**src/design/iafp_pkg.sv**
```systemverilog
// Shared types and constants for the IMU accelerometer frame parser.
package iafp_pkg;

   localparam int unsigned PAYLOAD_LEN_DEFAULT = 8;
   localparam int unsigned SCALE_W             = 18;
   localparam int unsigned RAW_W               = 16;
   localparam int unsigned SCALED_W            = 24;
   localparam int unsigned COUNT_W             = 32;

   localparam logic [7:0]         SYNC_BYTE   = 8'h55;
   localparam logic [7:0]         TAG_ACCEL   = 8'h51;
   localparam logic [7:0]         TAG_ANGLE   = 8'h53;
   localparam logic [SCALE_W-1:0] SCALE_RESET = 18'd80281;

   typedef enum logic [1:0] {
      PH_HUNT,
      PH_TAG,
      PH_DATA
   } phase_type;

   typedef enum logic [2:0] {
      EV_NONE   = 3'd0,
      EV_ACCEPT = 3'd1,
      EV_BADSUM = 3'd2,
      EV_ANGLE  = 3'd3,
      EV_OTHER  = 3'd4
   } event_type;

   typedef struct packed {
      event_type                  event_res;
      logic signed [RAW_W-1:0]    raw_x;
      logic signed [RAW_W-1:0]    raw_y;
      logic signed [RAW_W-1:0]    raw_z;
      logic        [COUNT_W-1:0]  accel_frames;
      logic        [COUNT_W-1:0]  angle_tags;
      logic        [COUNT_W-1:0]  other_tags;
      logic        [7:0]          recent_tag;
   } parse_result_type;

endpackage

```
**src/design/iafp_scale.sv**
```systemverilog
// One axis of raw-to-Q8.16 scaling: multiply, arithmetic shift by 8, saturate.
module iafp_scale (
   input  logic signed [iafp_pkg::RAW_W-1:0]    raw,
   input  logic        [iafp_pkg::SCALE_W-1:0]  scale,
   output logic signed [iafp_pkg::SCALED_W-1:0] scaled
);
   import iafp_pkg::*;

   localparam int unsigned PROD_W  = RAW_W + SCALE_W + 1;
   localparam int unsigned SHIFT_W = PROD_W - 8;

   logic signed [PROD_W-1:0]  product;
   logic signed [SHIFT_W-1:0] shifted;
   logic                      fits;

   assign product = PROD_W'(raw) * $signed({1'b0, scale});
   // The arithmetic shift rounds toward minus infinity.
   assign shifted = SHIFT_W'(product >>> 8);

   // The value fits when all bits above the result's sign bit copy it.
   assign fits = (shifted[SHIFT_W-1:SCALED_W-1] == '0) ||
                 (shifted[SHIFT_W-1:SCALED_W-1] == '1);

   always_comb begin
      if (fits) begin
         scaled = shifted[SCALED_W-1:0];
      end else if (shifted[SHIFT_W-1]) begin
         scaled = {1'b1, {(SCALED_W-1){1'b0}}};
      end else begin
         scaled = {1'b0, {(SCALED_W-1){1'b1}}};
      end
   end

endmodule

```
**src/design/iafp_parser.sv**
```systemverilog
// Byte parser: sync hunt, tag decode, payload capture, checksum and counters.
module iafp_parser #(
   parameter int unsigned PAYLOAD_LEN = iafp_pkg::PAYLOAD_LEN_DEFAULT
) (
   input  logic                       clock,
   input  logic                       reset,
   input  logic                       accept,
   input  logic [7:0]                 rx_byte,
   output iafp_pkg::parse_result_type result
);
   import iafp_pkg::*;

   localparam int unsigned IDX_W = $clog2(PAYLOAD_LEN + 1);
   localparam int unsigned STORED = 6;

   phase_type          phase_ff, phase_in;
   logic [IDX_W-1:0]   idx_ff, idx_in;
   logic [7:0]         sum_ff, sum_in;
   logic [7:0]         tag_ff, tag_in;
   event_type          event_ff, event_in;
   logic [RAW_W-1:0]   raw_ff [3];
   logic [RAW_W-1:0]   raw_in [3];
   logic [COUNT_W-1:0] accel_cnt_ff, accel_cnt_in;
   logic [COUNT_W-1:0] angle_cnt_ff, angle_cnt_in;
   logic [COUNT_W-1:0] other_cnt_ff, other_cnt_in;
   logic [7:0]         payload_ff [STORED];
   logic               data_byte;

   assign data_byte = (phase_ff == PH_DATA) && (idx_ff < IDX_W'(PAYLOAD_LEN));

   always_comb begin
      phase_in     = phase_ff;
      idx_in       = idx_ff;
      sum_in       = sum_ff;
      tag_in       = tag_ff;
      event_in     = EV_NONE;
      raw_in       = raw_ff;
      accel_cnt_in = accel_cnt_ff;
      angle_cnt_in = angle_cnt_ff;
      other_cnt_in = other_cnt_ff;
      case (phase_ff)
         PH_HUNT: begin
            if (rx_byte == SYNC_BYTE) begin
               phase_in = PH_TAG;
               sum_in   = SYNC_BYTE;
            end
         end
         PH_TAG: begin
            tag_in = rx_byte;
            sum_in = sum_ff + rx_byte;
            idx_in = '0;
            if (rx_byte == TAG_ACCEL) begin
               phase_in = PH_DATA;
            end else if (rx_byte == TAG_ANGLE) begin
               angle_cnt_in = angle_cnt_ff + 1'b1;
               event_in     = EV_ANGLE;
               phase_in     = PH_HUNT;
            end else begin
               other_cnt_in = other_cnt_ff + 1'b1;
               event_in     = EV_OTHER;
               phase_in     = PH_HUNT;
            end
         end
         PH_DATA: begin
            if (data_byte) begin
               sum_in = sum_ff + rx_byte;
               idx_in = idx_ff + 1'b1;
            end else begin
               // This is the check byte.
               if (sum_ff == rx_byte) begin
                  for (int i = 0; i < 3; i++) begin
                     raw_in[i] = {payload_ff[2*i+1], payload_ff[2*i]};
                  end
                  accel_cnt_in = accel_cnt_ff + 1'b1;
                  event_in     = EV_ACCEPT;
               end else begin
                  event_in = EV_BADSUM;
               end
               phase_in = PH_HUNT;
            end
         end
         default: begin
            phase_in = PH_HUNT;
         end
      endcase
   end

   always_ff @(posedge clock) begin
      if (reset) begin
         phase_ff     <= PH_HUNT;
         idx_ff       <= '0;
         sum_ff       <= '0;
         tag_ff       <= '0;
         event_ff     <= EV_NONE;
         raw_ff       <= '{default: '0};
         accel_cnt_ff <= '0;
         angle_cnt_ff <= '0;
         other_cnt_ff <= '0;
      end else if (accept) begin
         phase_ff     <= phase_in;
         idx_ff       <= idx_in;
         sum_ff       <= sum_in;
         tag_ff       <= tag_in;
         event_ff     <= event_in;
         raw_ff       <= raw_in;
         accel_cnt_ff <= accel_cnt_in;
         angle_cnt_ff <= angle_cnt_in;
         other_cnt_ff <= other_cnt_in;
      end
   end

   // Only the first six data bytes carry the three axes; later ones are summed only.
   always_ff @(posedge clock) begin
      if (accept && data_byte) begin
         for (int i = 0; i < STORED; i++) begin
            if (idx_ff == IDX_W'(i)) begin
               payload_ff[i] <= rx_byte;
            end
         end
      end
   end

   assign result.event_res    = event_ff;
   assign result.raw_x        = raw_ff[0];
   assign result.raw_y        = raw_ff[1];
   assign result.raw_z        = raw_ff[2];
   assign result.accel_frames = accel_cnt_ff;
   assign result.angle_tags   = angle_cnt_ff;
   assign result.other_tags   = other_cnt_ff;
   assign result.recent_tag   = tag_ff;

   a_accept_counts : assert property (@(posedge clock) disable iff (reset)
      accept && (event_in == EV_ACCEPT) |=> accel_cnt_ff == $past(accel_cnt_ff) + 1'b1)
      else $error("accepted frame did not advance the frame count");

   a_counters_hold : assert property (@(posedge clock) disable iff (reset)
      !accept |=> $stable(accel_cnt_ff) && $stable(angle_cnt_ff) && $stable(other_cnt_ff))
      else $error("counter changed without an accepted item");

   a_index_range : assert property (@(posedge clock) disable iff (reset)
      idx_ff <= IDX_W'(PAYLOAD_LEN))
      else $error("byte index ran past the payload length");

   a_sync_seed : assert property (@(posedge clock) disable iff (reset)
      accept && (phase_ff == PH_HUNT) && (rx_byte == SYNC_BYTE)
      |=> (phase_ff == PH_TAG) && (sum_ff == SYNC_BYTE))
      else $error("sync byte did not start a frame with a seeded sum");

endmodule

```
**src/design/imu_accel_frame_parser.sv**
```systemverilog
// Top level of the IMU accelerometer frame parser: handshakes, scale register, scaling stage.
// An accepted byte's result is registered in the parser stage, then passes through
// the combinational scaling stage into the result register.
// Throughput: one byte per cycle; the two stages advance independently, so a stalled
// result only holds up input once both stages are full.
// Reset: parser returns to sync hunt, counters, latched axes and recent tag clear to
// zero, and the scale register returns to 80281.
module imu_accel_frame_parser #(
   parameter int unsigned PAYLOAD_LEN = iafp_pkg::PAYLOAD_LEN_DEFAULT
) (
   input  logic                                 clock,
   input  logic                                 reset,
   input  logic                                 req_valid,
   output logic                                 req_stall,
   input  logic [7:0]                           req_rx_byte,
   output logic                                 rsp_valid,
   input  logic                                 rsp_stall,
   output logic [2:0]                           rsp_event_res,
   output logic signed [iafp_pkg::RAW_W-1:0]    rsp_raw_x,
   output logic signed [iafp_pkg::RAW_W-1:0]    rsp_raw_y,
   output logic signed [iafp_pkg::RAW_W-1:0]    rsp_raw_z,
   output logic signed [iafp_pkg::SCALED_W-1:0] rsp_scaled_x,
   output logic signed [iafp_pkg::SCALED_W-1:0] rsp_scaled_y,
   output logic signed [iafp_pkg::SCALED_W-1:0] rsp_scaled_z,
   output logic [iafp_pkg::COUNT_W-1:0]         rsp_accel_frames,
   output logic [iafp_pkg::COUNT_W-1:0]         rsp_angle_tags,
   output logic [iafp_pkg::COUNT_W-1:0]         rsp_other_tags,
   output logic [7:0]                           rsp_recent_tag,
   input  logic                                 csr_valid,
   output logic                                 csr_ready,
   input  logic [iafp_pkg::SCALE_W-1:0]         csr_accel_scale
);
   import iafp_pkg::*;

   logic                       scale_write;
   logic [SCALE_W-1:0]         accel_scale_ff;
   logic                       stage_valid_ff;
   logic                       rsp_valid_ff;
   logic                       out_adv;
   logic                       stage_adv;
   logic                       accept;
   parse_result_type           parsed;
   parse_result_type           rsp_ff;
   logic signed [SCALED_W-1:0] scaled_in [3];
   logic signed [SCALED_W-1:0] scaled_ff [3];

   assign out_adv     = !rsp_valid_ff || !rsp_stall;
   assign stage_adv   = !stage_valid_ff || out_adv;
   assign req_stall   = !stage_adv;
   assign accept      = req_valid && stage_adv;
   assign csr_ready   = 1'b1;
   assign scale_write = csr_valid && csr_ready;

   always_ff @(posedge clock) begin
      if (reset) begin
         accel_scale_ff <= SCALE_RESET;
      end else if (scale_write) begin
         accel_scale_ff <= csr_accel_scale;
      end
   end

   iafp_parser #(
      .PAYLOAD_LEN (PAYLOAD_LEN)
   ) u_parser (
      .clock   (clock),
      .reset   (reset),
      .accept  (accept),
      .rx_byte (req_rx_byte),
      .result  (parsed)
   );

   iafp_scale u_scale_x (.raw(parsed.raw_x), .scale(accel_scale_ff), .scaled(scaled_in[0]));
   iafp_scale u_scale_y (.raw(parsed.raw_y), .scale(accel_scale_ff), .scaled(scaled_in[1]));
   iafp_scale u_scale_z (.raw(parsed.raw_z), .scale(accel_scale_ff), .scaled(scaled_in[2]));

   always_ff @(posedge clock) begin
      if (reset) begin
         stage_valid_ff <= 1'b0;
         rsp_valid_ff   <= 1'b0;
      end else begin
         if (stage_adv) begin
            stage_valid_ff <= accept;
         end
         if (out_adv) begin
            rsp_valid_ff <= stage_valid_ff;
         end
      end
   end

   always_ff @(posedge clock) begin
      if (out_adv && stage_valid_ff) begin
         rsp_ff    <= parsed;
         scaled_ff <= scaled_in;
      end
   end

   assign rsp_valid        = rsp_valid_ff;
   assign rsp_event_res    = rsp_ff.event_res;
   assign rsp_raw_x        = rsp_ff.raw_x;
   assign rsp_raw_y        = rsp_ff.raw_y;
   assign rsp_raw_z        = rsp_ff.raw_z;
   assign rsp_scaled_x     = scaled_ff[0];
   assign rsp_scaled_y     = scaled_ff[1];
   assign rsp_scaled_z     = scaled_ff[2];
   assign rsp_accel_frames = rsp_ff.accel_frames;
   assign rsp_angle_tags   = rsp_ff.angle_tags;
   assign rsp_other_tags   = rsp_ff.other_tags;
   assign rsp_recent_tag   = rsp_ff.recent_tag;

   a_no_overrun : assert property (@(posedge clock) disable iff (reset)
      stage_valid_ff && rsp_valid_ff && rsp_stall |-> req_stall)
      else $error("input taken while both stages were full");

   a_stage_moves : assert property (@(posedge clock) disable iff (reset)
      stage_valid_ff && !rsp_valid_ff |=> rsp_valid_ff)
      else $error("parsed item did not move to the result register");

   a_accept_fills : assert property (@(posedge clock) disable iff (reset)
      accept |=> stage_valid_ff)
      else $error("accepted item was lost before the scaling stage");

endmodule
```
**config.mk**
```make
export PLATFORM = sky130hd
export DESIGN_NAME = imu_accel_frame_parser
export DESIGN_NICKNAME = d
export VERILOG_FILES = /design/src/design/iafp_pkg.sv /design/src/design/iafp_scale.sv /design/src/design/iafp_parser.sv /design/src/design/imu_accel_frame_parser.sv
export SDC_FILE = /design/constraint.sdc
export NUM_CORES = 2
export LEC_CHECK = 0
export ABC_AREA = 1
export BUFFER_PORTS_ARGS = -buffer_cell sky130_fd_sc_hd__buf_2
export CORE_UTILIZATION = 57
export CTS_BUF_LIST = sky130_fd_sc_hd__clkbuf_8
export CTS_CLUSTER_DIAMETER = 150
export DETAILED_ROUTE_END_ITERATION = 8
export GPL_TIMING_DRIVEN = 0
export PLACE_DENSITY = 0.75
export REMOVE_ABC_BUFFERS = 1
export SLEW_MARGIN = 20
export SYNTH_ARGS = -nofsm -noshare
export SYNTH_HDL_FRONTEND = slang
export SYNTH_SLANG_ARGS = --single-unit
```
**constraint.sdc**
```tcl
create_clock -name clock -period 34.3 [get_ports clock]
set_input_delay 10.29 -clock clock [delete_from_list [all_inputs] [get_ports clock]]
set_output_delay 10.29 -clock clock [all_outputs]
set_load 0.01 [all_outputs]
```
==> results.json <==
{
  "ys.flop_type": "edfxtp_1",
  "fp.dieH_um": 295,
  "hold_path.class": "register to register",
  "critPathLaunchType": "input pin",
  "ios": 261,
  "syn2layout_area_growth_pct": 7.96,
  "vias": 38500,
  "row_count": 107,
  "setup_viol": 0,
  "die_x_um": 295,
  "clock-sinks": 464,
  "max_clock_freq_mhz": 47.5,
  "cp-startpoint": "rsp_stall",
  "synth_enable_flop_cells": 275,
  "period_needed_ns": 21.06,
  "min_from": "u_parser.tag_ff[3]",
  "yosysWarningCount": 0,
  "end_kind": "output port",
  "routed_wl_mm": 123,
  "post_cts_resized": 0,
  "place_hpwl_mm": 90.1,
  "syn_area_mm2": 0.0490,
  "syn_inst": 5917,
  "syn_area_per_cell_um2": 8.28,
  "rsz0062_at_grt": "no",
  "grt_pass1_wl_mm": 201,
  "numCtsBuffers": 80,
  "synth_top_area_share_pct": 27.1,
  "grt-ovfl-total": 0,
  "ant_nets": 0,
  "synth.area.top_cells": "fa_1 (27%), edfxtp_1 (17%), nand2_1 (11%), inv_1 (11%), ha_1 (9.9%)",
  "core-area_mm2": 0.0851,
  "power_density_mw_per_mm2": 22.9,
  "initial_utilization_pct": 57.5,
  "tritoncts": "built",
  "post-route-drc-count": 0,
  "grt_max_degree": 61,
  "reg2reg_from": "u_parser.result[143]",
  "clk_latency_ns": 0.72,
  "yosys_register_bits": 464,
  "cp.required_ns": 24.01,
  "grt_pass1_vias": 39600,
  "layout.nets": 7113,
  "ir_worst_vdd_uv": 40.8,
  "leakagePower_nw": 29.3,
  "cts.path.max_buffers": 3,
  "cp_max_fo": 3,
  "crit_type": "input pin to output port",
  "worstMarginPinSlew_ns": 1.13,
  "wl_per_cell_um": 16.9,
  "ys_types": 46,
  "maxCapViolations": 0,
  "design_area_mm2": 0.0529,
  "period_share_pct": 61.4,
  "clock-root-buffer": "clkbuf_8",
  "cts.clk_slew.worst_paths_ns": 0.06,
  "synth_async_sr_flop_share_pct": 0,
  "first_pass_iters": 6,
  "yosysTopAreaCell": "fa_1",
  "outcome": "completed",
  "gp_congestion": 0.906,
  "first_iter_violations": 2452,
  "placement.io_buffers": 259,
  "ys_seq_area_share_pct": 24.6,
  "die-area_mm2": 0.0871,
  "post-cts-setup-buffer-count": 0,
  "crit_arrival_ns": 10.77,
  "vias_per_cell": 5.31,
  "drv_slew": 0,
  "fin_skew_ns": 0.0599,
  "htreeDepth": 3,
  "grt.total_usage_pct": 29.1,
  "hold_viol": 0,
  "drive_above_1_share_pct": 8.45,
  "hold_buffers": 0,
  "grt_antenna_before_repair": 17,
  "setup_tns_ns": 0,
  "place_area_mm2": 0.0512,
  "relSlewSlack_pct": 24.9
}
## cells in the final DEF (no fill, tap or decap), types with 4 or more instances in the layout
cell type / n
a211oi_1: 7
a21boi_0: 5
a21o_1: 8
a21oi_1: 228
buf_12: 10
buf_16: 9
buf_2: 258
clkbuf_8: 90
clkinv_1: 8
clkinv_2: 10
clkinvlp_4: 5
dfxtp_1: 171
dfxtp_4: 18
diode_2: 11
edfxtp_1: 275
fa_1: 664
ha_1: 387
inv_1: 1396
inv_2: 7
nand2_1: 1488
nand2_2: 55
nand2_4: 6
nand3_1: 181
nand3b_1: 4
nand4_1: 28
nor2_1: 359
nor2_4: 4
nor3_1: 63
nor3_2: 9
nor4_1: 26
o21a_1: 9
o21ai_0: 120
o21bai_1: 18
xnor2_1: 25
xor2_1: 100
## final cells by class
type | instances | area (um2)
Inverter | 1380 | 5180
Clock inverter | 59 | 409
Multi-Input combinational cell | 3823 | 30700
Tap cell | 1144 | 1430
Sequential cell | 464 | 12100
Clock buffer | 90 | 1240
Antenna cell | 11 | 27.5
Timing Repair Buffer | 282 | 1800
Fill cell | 7420 | 32300
## registers in the layout, indices dropped and copies added (netlist names), 16 cells and up
name,flops
u_parser.result,48
rsp_raw_x,16
rsp_raw_y,16
rsp_raw_z,16
rsp_scaled_y,24
u_parser.angle_cnt_ff,32
rsp_angle_tags,32
accel_scale_ff,18
u_parser.accel_cnt_ff,32
rsp_scaled_z,24
rsp_accel_frames,32
u_parser.payload_ff,48
u_parser.other_cnt_ff,32
rsp_other_tags,32
rsp_scaled_x,24
## path summary, 6_finish.rpt
path / slack (ns) / end / depth (start not counted)
max: 13.24 / req_stall / 6
min reg2reg: 0.43 / rsp_recent_tag[3] / 0
min: 0.43 / rsp_recent_tag[3] / 0
max reg2reg: 27.10 / rsp_scaled_x[17] / 24
## cell usage after synthesis (26+ instances only)
| library cell | count |
|---|---|
| a21oi_1 | 228 |
| buf_1 | 65 |
| clkbuf_1 | 147 |
| dfxtp_1 | 189 |
| edfxtp_1 | 275 |
| fa_1 | 664 |
| ha_1 | 387 |
| inv_1 | 1372 |
| nand2_1 | 1488 |
| nand2_2 | 55 |
| nand3_1 | 181 |
| nand4_1 | 28 |
| nor2_1 | 360 |
| nor3_1 | 68 |
| nor4_1 | 26 |
| o21ai_0 | 120 |
| xor2_1 | 100 |
## metrics by stage
stage	worst slack [ns]	hold WS, ns	power, mW	util (%)	std cells
final	13.24	0.433	1.21	62.1	7253
after global routing	13.20	0.442	1.25	62.1	7246
after CTS	13.24	0.431	1.22	62.0	7242
after detailed placement	13.24	0.416	0.701	60.1	7093
after global placement	8.87	0.411	0.700	59.4	7070
after floorplan	13.46	0.403	0.657	-	5667
## cells by family (layout without fill, tap and decap cells)
kind of cell    after synthesis  in the layout  synth area share, %
compound gates              407            407                 4.50
xor+xnor                    125            125                 2.24
fa+ha+maj                  1051           1051                 37.0
buf+inv                    1630           1811                 12.9
flops                       464            464                 24.6
other cells                   1             12              0.00766
simple gates               2239           2239                 18.8
## where the power goes
group / switching (mW) / leakage (nW) / internal [mW]
clock: 0.249 / 0.928 / 0.270
combinational: 0.0456 / 24.2 / 0.0187
sequential: 0.0256 / 4.22 / 0.601
## critical path: stages
cell and delay, ns:
buf_2 0.09, nand2_1 0.08, inv_2 0.06, nand2_2 0.08, inv_1 0.04, buf_2 0.13
## layer usage
layer | vias up | GRT usage [%] | part of all wire (%)
li1 | 18000 | - | -
met1 | 18700 | 36.8 | 40
met2 | 1444 | 49.0 | 48
met3 | 300 | 6.95 | 8.8
met4 | 16 | 10.1 | 3.3
met5 | - | 0 | 0.080
(Power assumes the default switching activity.)
